==> src/rtl/core/bkb_pkg.sv <==
// shared types and constants of the bokeh kernel blur
package bkb_pkg;

    localparam logic [1:0] OP_KER  = 2'd0;
    localparam logic [1:0] OP_IMG  = 2'd1;
    localparam logic [1:0] OP_CMP  = 2'd2;

    localparam logic [2:0] CFG_RADIUS = 3'd0;
    localparam logic [2:0] CFG_IMG_W  = 3'd1;
    localparam logic [2:0] CFG_IMG_H  = 3'd2;
    localparam logic [2:0] CFG_KER_W  = 3'd3;
    localparam logic [2:0] CFG_KER_H  = 3'd4;

    localparam int CFG_DATA_W = 7;

    typedef struct packed {
        logic [1:0]  op;
        logic [5:0]  pos_x;
        logic [5:0]  pos_y;
        logic [15:0] red;
        logic [15:0] green;
        logic [15:0] blue;
        logic [15:0] alpha;
        logic        inside_req;
    } t_in;

    typedef struct packed {
        logic [5:0]  out_x;
        logic [5:0]  out_y;
        logic [15:0] out_red;
        logic [15:0] out_green;
        logic [15:0] out_blue;
        logic [15:0] out_alpha;
    } t_out;

    typedef struct packed {
        logic wr_ker;
        logic wr_img;
        logic load_req;
        logic cent_rd;
        logic div_setup_load;
        logic div_chan_load;
        logic div_step;
        logic win_start;
        logic win_step;
        logic emit_pass;
        logic emit_div;
    } t_cmd;

    typedef struct packed {
        logic cent_mask;
        logic win_last;
        logic div_done;
    } t_sts;

endpackage

==> src/rtl/core/bkb_ctrl.sv <==
// controller state machine of the bokeh kernel blur
module bkb_ctrl (
    input  logic          i_clk,
    input  logic          i_rst_n,
    input  logic          i_start,
    input  logic [1:0]    i_op,
    input  bkb_pkg::t_sts i_sts,
    output bkb_pkg::t_cmd o_cmd,
    output logic          o_busy
);
    import bkb_pkg::*;

    localparam logic [3:0] S_IDLE   = 4'd0;
    localparam logic [3:0] S_CENT   = 4'd1;
    localparam logic [3:0] S_CHK    = 4'd2;
    localparam logic [3:0] S_SETUP  = 4'd3;
    localparam logic [3:0] S_WSTART = 4'd4;
    localparam logic [3:0] S_WIN    = 4'd5;
    localparam logic [3:0] S_DR1    = 4'd6;
    localparam logic [3:0] S_DR2    = 4'd7;
    localparam logic [3:0] S_DIVL   = 4'd8;
    localparam logic [3:0] S_DIV    = 4'd9;
    localparam logic [3:0] S_EMIT   = 4'd10;

    logic [3:0] r_state, n_state;
    logic       accept;

    assign accept = i_start && (r_state == S_IDLE);
    assign o_busy = (r_state != S_IDLE);

    always_comb begin
        n_state = r_state;
        o_cmd   = '0;
        unique case (r_state)
            S_IDLE: begin
                if (accept) begin
                    o_cmd.wr_ker   = (i_op == OP_KER);
                    o_cmd.wr_img   = (i_op == OP_IMG);
                    o_cmd.load_req = (i_op == OP_CMP);
                    if (i_op == OP_CMP) begin
                        n_state = S_CENT;
                    end
                end
            end
            S_CENT: begin
                o_cmd.cent_rd = 1'b1;
                n_state = S_CHK;
            end
            S_CHK: begin
                if (i_sts.cent_mask) begin
                    o_cmd.div_setup_load = 1'b1;
                    n_state = S_SETUP;
                end else begin
                    o_cmd.emit_pass = 1'b1;
                    n_state = S_IDLE;
                end
            end
            S_SETUP: begin
                if (i_sts.div_done) begin
                    n_state = S_WSTART;
                end else begin
                    o_cmd.div_step = 1'b1;
                end
            end
            S_WSTART: begin
                o_cmd.win_start = 1'b1;
                n_state = S_WIN;
            end
            S_WIN: begin
                o_cmd.win_step = 1'b1;
                if (i_sts.win_last) begin
                    n_state = S_DR1;
                end
            end
            S_DR1: n_state = S_DR2;
            S_DR2: n_state = S_DIVL;
            S_DIVL: begin
                o_cmd.div_chan_load = 1'b1;
                n_state = S_DIV;
            end
            S_DIV: begin
                if (i_sts.div_done) begin
                    n_state = S_EMIT;
                end else begin
                    o_cmd.div_step = 1'b1;
                end
            end
            S_EMIT: begin
                o_cmd.emit_div = 1'b1;
                n_state = S_IDLE;
            end
            default: n_state = S_IDLE;
        endcase
    end

    always_ff @(posedge i_clk) begin
        if (!i_rst_n) begin
            r_state <= S_IDLE;
        end else begin
            r_state <= n_state;
        end
    end

endmodule

==> config.mk <==
export PLATFORM = sky130hd
export DESIGN_NAME = bkb_ctrl
export DESIGN_NICKNAME = d
export VERILOG_FILES = /design/src/rtl/core/bkb_pkg.sv /design/src/rtl/core/bkb_ctrl.sv
export SDC_FILE = /design/constraint.sdc
export NUM_CORES = 1
export LEC_CHECK = 0
export BUFFER_PORTS_ARGS = -buffer_cell sky130_fd_sc_hd__clkbuf_2
export CORE_AREA = 2 2 39 41
export DETAILED_ROUTE_END_ITERATION = 10
export DIE_AREA = 0 0 41 43
export PLACE_DENSITY = 0.63
export SYNTH_ARGS = -nofsm -noshare
export SYNTH_HDL_FRONTEND = slang
export SYNTH_SLANG_ARGS = --single-unit
==> constraint.sdc <==
create_clock -name i_clk -period 1.3 [get_ports i_clk]
set_clock_uncertainty 0.1 [all_clocks]
set_input_delay 0.195 -clock i_clk [delete_from_list [all_inputs] [get_ports i_clk]]
set_output_delay 0.195 -clock i_clk [all_outputs]
set_load 0.02 [all_outputs]
==> flow_metrics.tcl, run 1 <==
set metrics [dict create \
    synthTopCellsByArea "dfxtp_1 (20%), buf_6 (5.7%), nor2_1 (5.7%)" \
    detailedRoute.firstPassIterationCount 3 \
    power_density_mw_per_mm2 1600 \
    vias 481 \
    worstSetupPathType "register to output pin" \
    numCtsBuffers 3 \
    p_leak_nw 0.366 \
    max_slew.worst_pin.slew_ns 0.279 \
    regMostFlops "r_state" \
    placed_cells 92 \
    synth_sequential_area_ratio 0.203 \
    drt-initial-drc-count 2 \
    synth_edf_count 0 \
    yosys.area_share.simple 0.484 \
    core_area_mm2 0.00138 \
    tns_ns -3.64 \
    grt_usage 0.155 \
    synthToLayoutAreaGrowth_pct 110 \
    yosysWarnings 0 \
    io-pin-count 20 \
    timing.final.crit_share 1.27 \
    hold_slack_ns 0.152 \
    slowest_stage "dfxtp_2" \
    fin_ws_ns -0.348 \
    grt_pass1_vias 455 \
    grt_max_degree 9 \
    setup_viol 15 \
    drive_above_1_share 0.711 \
    avgViaCountPerCell 4.86 \
    routedWlPerCell_um 11.9 \
    routabilityCongestion 0.710 \
    root_buffer "clkbuf_4" \
    crit_path_start_kind "register" \
    postCtsHoldBufs 0 \
    max_stage_delay_ns 0.33 \
    fmax_ghz 0.607 \
    grt_overflow 0 \
    largest_reg_flops 4 \
    clock_sinks 4 \
    grt_pass1_wl_um 1870 \
    hold_viol 0 \
    synth_flop_cell "dfxtp_1" \
    synth_compound_area_frac 0.104 \
    die-area_mm2 0.00176 \
    die_h_um 43 \
    synthCells 49 \
    peakVddDrop_mv 0.922 \
    netlist_area_um2 395 \
    synth_area_leader_cell "dfxtp_1" \
    antenna_cells 0 \
    final_common_cell "buf_4" \
    place.detailed.hpwl_um 838 \
    finish.net_count 93 \
    status "finished, violations left" \
    die_w_um 41 \
    cp_top_family "simple AND/OR/NAND/NOR gates" \
    cts_tree "done" \
    rsz0062_at_grt "true" \
    cp.required_ns 1.00 \
    synth_adder_area_share 0 \
    dpl-instance-area_um2 647 \
    port_buffers 19 \
    path_buf_inv 2 \
    arrival_ns 1.35 \
    crit_chain "nor4_4, inv_2, nor4b_4, buf_4" \
    top_regs "r_state (4)" \
    start_util 0.286 \
    slew_headroom 0.813 \
    finalWirelength_um 1180 \
    cp_max_fo 3 \
    fin_crit_ns 1.65 \
    slew_viol_final 0 \
    mostFrequentLayoutCells "buf_4 (16), clkbuf_2 (7), buf_6 (6)" \
    rows 14 \
    violations "setup timing" \
    clk_pin_slew_ns 0.04 \
    stdcell_area_um2 832 \
    hp-class "input pin to register" \
    synth_cell_type_count 26 \
    synth_fp_nets 57 \
    antenna_found_initial 0 \
    maxCapViolCount 0 \
    async_flop_share 0 \
    synth.area.mux_share 0.0506 \
    clockBufferDepth 2 \
    yosysTopAreaCellShare 0.203 \
    synth_top_family_by_area "simple AND/OR/NAND/NOR gates" \
    instances_no_fill 99 \
    synth_xor_area_frac 0.0443 \
    ys_ff_latch 4 \
    drc 0 \
    crit_path_end_kind "output pin" \
    worstSkewPairLatency_ns 0.23 \
    syn_area_per_cell_um2 8.07 \
    cts-htree-levels 1 \
    ant_nets 0 \
]
-- power breakdown --
part	switching, mW	internal, mW	leakage (nW)
Clock	0.0494	0.103	0.0138
Combinational	0.458	0.516	0.318
Sequential	0.0470	0.155	0.0349
Total	0.554	0.774	0.366
-- final timing paths --
check | endpoint | startpoint | depth (start not counted) | slack [ns]
worst max-delay path | o_cmd[10] | r_state[2]$_SDFFE_PN0P_ | 4 | -0.35
worst min-delay path | r_state[3]$_SDFFE_PN0P_ | i_rst_n | 2 | 0.15
worst max register to register | r_state[0]$_SDFFE_PN0P_ | r_state[2]$_SDFFE_PN0P_ | 6 | -0.13
worst min register to register | r_state[0]$_SDFFE_PN0P_ | r_state[0]$_SDFFE_PN0P_ | 3 | 0.56
-- metrics by stage --
| step | total power [mW] | worst slack, ns | utilization |
|---|---|---|---|
| 4_1_cts | 1.22 | -0.388 | 0.573 |
| 6_report | 1.33 | -0.348 | 0.601 |
| 5_1_grt | 1.43 | -0.436 | 0.601 |
| 2_1_floorplan | 0.678 | -0.208 | - |
| 3_5_place_dp | 0.896 | -0.210 | 0.467 |
| 3_3_place_gp | 0.882 | -0.169 | 0.467 |
-- per-layer routing --
layer | routed length, µm | part of all wire | GRT usage | up-vias
met1 | 477 | 0.40 | 0.165 | 218
met4 | 0 | 0 | 0 | 0
met5 | 0 | 0 | 0 | -
li1 | - | - | - | 246
met3 | 66 | 0.056 | 0.0628 | 0
met2 | 636 | 0.54 | 0.284 | 17
-- timing repair --
action | 4_1_cts | 5_1_grt
pin swaps | 7 | 1
setup buffers | 3 | 1
endpoints found under the setup margin | 15 | 15
gates resized for setup | 25 | 15
-- cells in the mapped netlist (2+ instances only) --
cell,number
buf_4,2
nor3_1,2
buf_6,2
xnor2_1,2
a21oi_1,3
nand3b_1,2
nor4b_1,2
nand2_1,4
mux2i_1,2
and4b_1,2
nor3_2,2
nand2b_1,2
nor2_1,6
dfxtp_1,4
-- cell families (layout without fill, tap and decap cells) --
group                  count (synthesis)  after routing
AND/OR/NAND/NOR                       29             29
AO/OA/AOI/OAI                          6              6
buffers and inverters                  6             40
flip-flops                             4              4
XOR/XNOR                               2              2
multiplexers                           2              2
-- area by class of cell --
cell class | instances | area (µm²)
Sequential cell | 4 | 90.1
Fill cell | 137 | 552
Inverter | 2 | 7.51
Clock buffer | 3 | 22.5
Tap cell | 16 | 20.0
Multi-Input combinational cell | 39 | 397
Timing Repair Buffer | 35 | 295
(Power assumes the default switching activity.)
==> inputs of run 2 (changes only) <==
CELL_PAD_IN_SITES_DETAIL_PLACEMENT = 0   (was default)
CELL_PAD_IN_SITES_GLOBAL_PLACEMENT = 1   (was default)
CORE_AREA = default   (was 2 2 39 41)
CORE_MARGIN = 2   (was default)
CORE_UTILIZATION = 26   (was default)
DIE_AREA = default   (was 0 0 41 43)
PLACE_DENSITY = 0.75   (was 0.63)
==> run 2 against run 1 <==
Against the previous run: the run still ends with setup timing left; non-clock buffer count grew 3; global-route usage shrank 3.8 points; maximum frequency shrank 2.0%; routed wire length grew 3.7%; clock-buffer cell count is the same; combinational power grew 2.5%; critical endpoint unchanged.
==> flow_metrics.tcl, run 2 (synthesis results as in run 1) <==
set metrics [dict create \
    status "finished, violations left" \
    violations "setup timing" \
    peakVddDrop_mv 1.05 \
    grt_overflow 0 \
    finish.net_count 96 \
    hp-class "input pin to register" \
    p_leak_nw 0.405 \
    drt-initial-drc-count 12 \
    cts_tree "done" \
    placed_cells 88 \
    routedWlPerCell_um 12.0 \
    avgViaCountPerCell 4.96 \
    numCtsBuffers 3 \
    setup_viol 15 \
    drive_above_1_share 0.721 \
    port_buffers 19 \
    routabilityCongestion 0.730 \
    arrival_ns 1.39 \
    largest_reg_flops 4 \
    top_regs "r_state (4)" \
    root_buffer "clkbuf_4" \
    startpoint "r_state[1]$_SDFFE_PN0P_" \
    drc 0 \
    synthToLayoutAreaGrowth_pct 133 \
    rsz0062_at_grt "true" \
    start_util 0.269 \
    clockBufferDepth 2 \
    slew_headroom 0.810 \
    vias 506 \
    crit_path_start_kind "register" \
    grt_max_degree 11 \
    io-pin-count 20 \
    grt_usage 0.117 \
    finalWirelength_um 1220 \
    antenna_cells 0 \
    die_w_um 43.0 \
    max_slew.worst_pin.slew_ns 0.283 \
    cts-htree-levels 1 \
    grt.met2_usage 0.176 \
    cp.required_ns 1.00 \
    place.detailed.hpwl_um 805 \
    worstSkewPairLatency_ns 0.23 \
    antenna_found_initial 0 \
    worstSetupPathType "register to output pin" \
    slew_viol_final 0 \
    grtUsageMet3 0.0170 \
    dpl-instance-area_um2 617 \
    instances_no_fill 102 \
    fmax_ghz 0.595 \
    grt_pass1_vias 388 \
    clk_pin_slew_ns 0.03 \
    ant_nets 0 \
    stdcell_area_um2 921 \
    cp_max_fo 4 \
    postCtsHoldBufs 0 \
    crit_path_end_kind "output pin" \
    hold_viol 0 \
    grt_pass1_wl_um 1670 \
    regMostFlops "r_state" \
    fin_ws_ns -0.381 \
    grt_busiest_layer "met2" \
    fin_crit_ns 1.68 \
    power_density_mw_per_mm2 1470 \
    core_area_mm2 0.00147 \
    mostFrequentLayoutCells "buf_4 (18), clkbuf_2 (7), buf_6 (5)" \
    reg2reg_from "r_state[1]$_SDFFE_PN0P_" \
    die_h_um 43.0 \
    hp-start "i_rst_n" \
    clock_sinks 4 \
    maxCapViolCount 0 \
    rows 14 \
    final_common_cell "buf_4" \
    detailedRoute.firstPassIterationCount 4 \
    die-area_mm2 0.00185 \
    grt.met1_usage 0.162 \
    timing.final.crit_share 1.29 \
]
-- run 2: area by class of cell --
| class | count | area [µm²] |
|---|---|---|
| well taps | 16 | 20.0 |
| clock buffers | 3 | 22.5 |
| fillers | 123 | 551 |
| inverters | 2 | 7.51 |
| flip-flops and latches | 4 | 95.1 |
| multi-input cells | 39 | 413 |
| repair buffers | 38 | 363 |
-- run 2: what timing repair did --
action | CTS | global route
gates resized for setup | 19 | 30
pin swaps | 5 | 5
setup buffers | 0 | 10
gates cloned | 0 | 2
endpoints found under the setup margin | 15 | 15
-- run 2: stage by stage --
step | setup TNS (ns) | setup slack (ns) | total power, mW | hold WS, ns | util
2_1_floorplan | -0.621 | -0.208 | 0.678 | 0.223 | -
3_3_place_gp | -0.563 | -0.175 | 0.859 | 0.401 | 0.419
3_5_place_dp | -0.846 | -0.198 | 0.864 | 0.398 | 0.419
4_1_cts | -3.25 | -0.412 | 1.10 | 0.154 | 0.482
5_1_grt | -4.82 | -0.464 | 1.43 | 0.166 | 0.626
6_report | -3.98 | -0.381 | 1.36 | 0.168 | 0.626
-- run 2: metal layers --
metal,vias up,share of wire
li1,252,-
met1,236,0.44
met2,16,0.50
met3,2,0.045
met4,0,0.012
met5,-,0
-- run 2: path summary, 6_finish.rpt --
check | end | slack (ns) | cells past startpoint
max | o_cmd[10] | -0.38 | 4
min | r_state[0]$_SDFFE_PN0P_ | 0.17 | 3
min reg2reg | r_state[2]$_SDFFE_PN0P_ | 0.50 | 1
max reg2reg | r_state[1]$_SDFFE_PN0P_ | -0.28 | 7
-- run 2: report_power, final --
| group | switching, mW | leakage, nW | internal (mW) | total (mW) |
|---|---|---|---|---|
| sequential | 0.0528 | 0.0355 | 0.160 | 0.213 |
| combinational | 0.462 | 0.356 | 0.536 | 0.998 |
| clock | 0.0447 | 0.0138 | 0.103 | 0.148 |
| total | 0.559 | 0.405 | 0.799 | 1.36 |
-- run 2: critical path, cell delays in order (launching register included) --
cell     delay, ns
dfxtp_4       0.35
nor4_4        0.34
inv_2         0.09
nor4b_4       0.20
buf_4         0.17
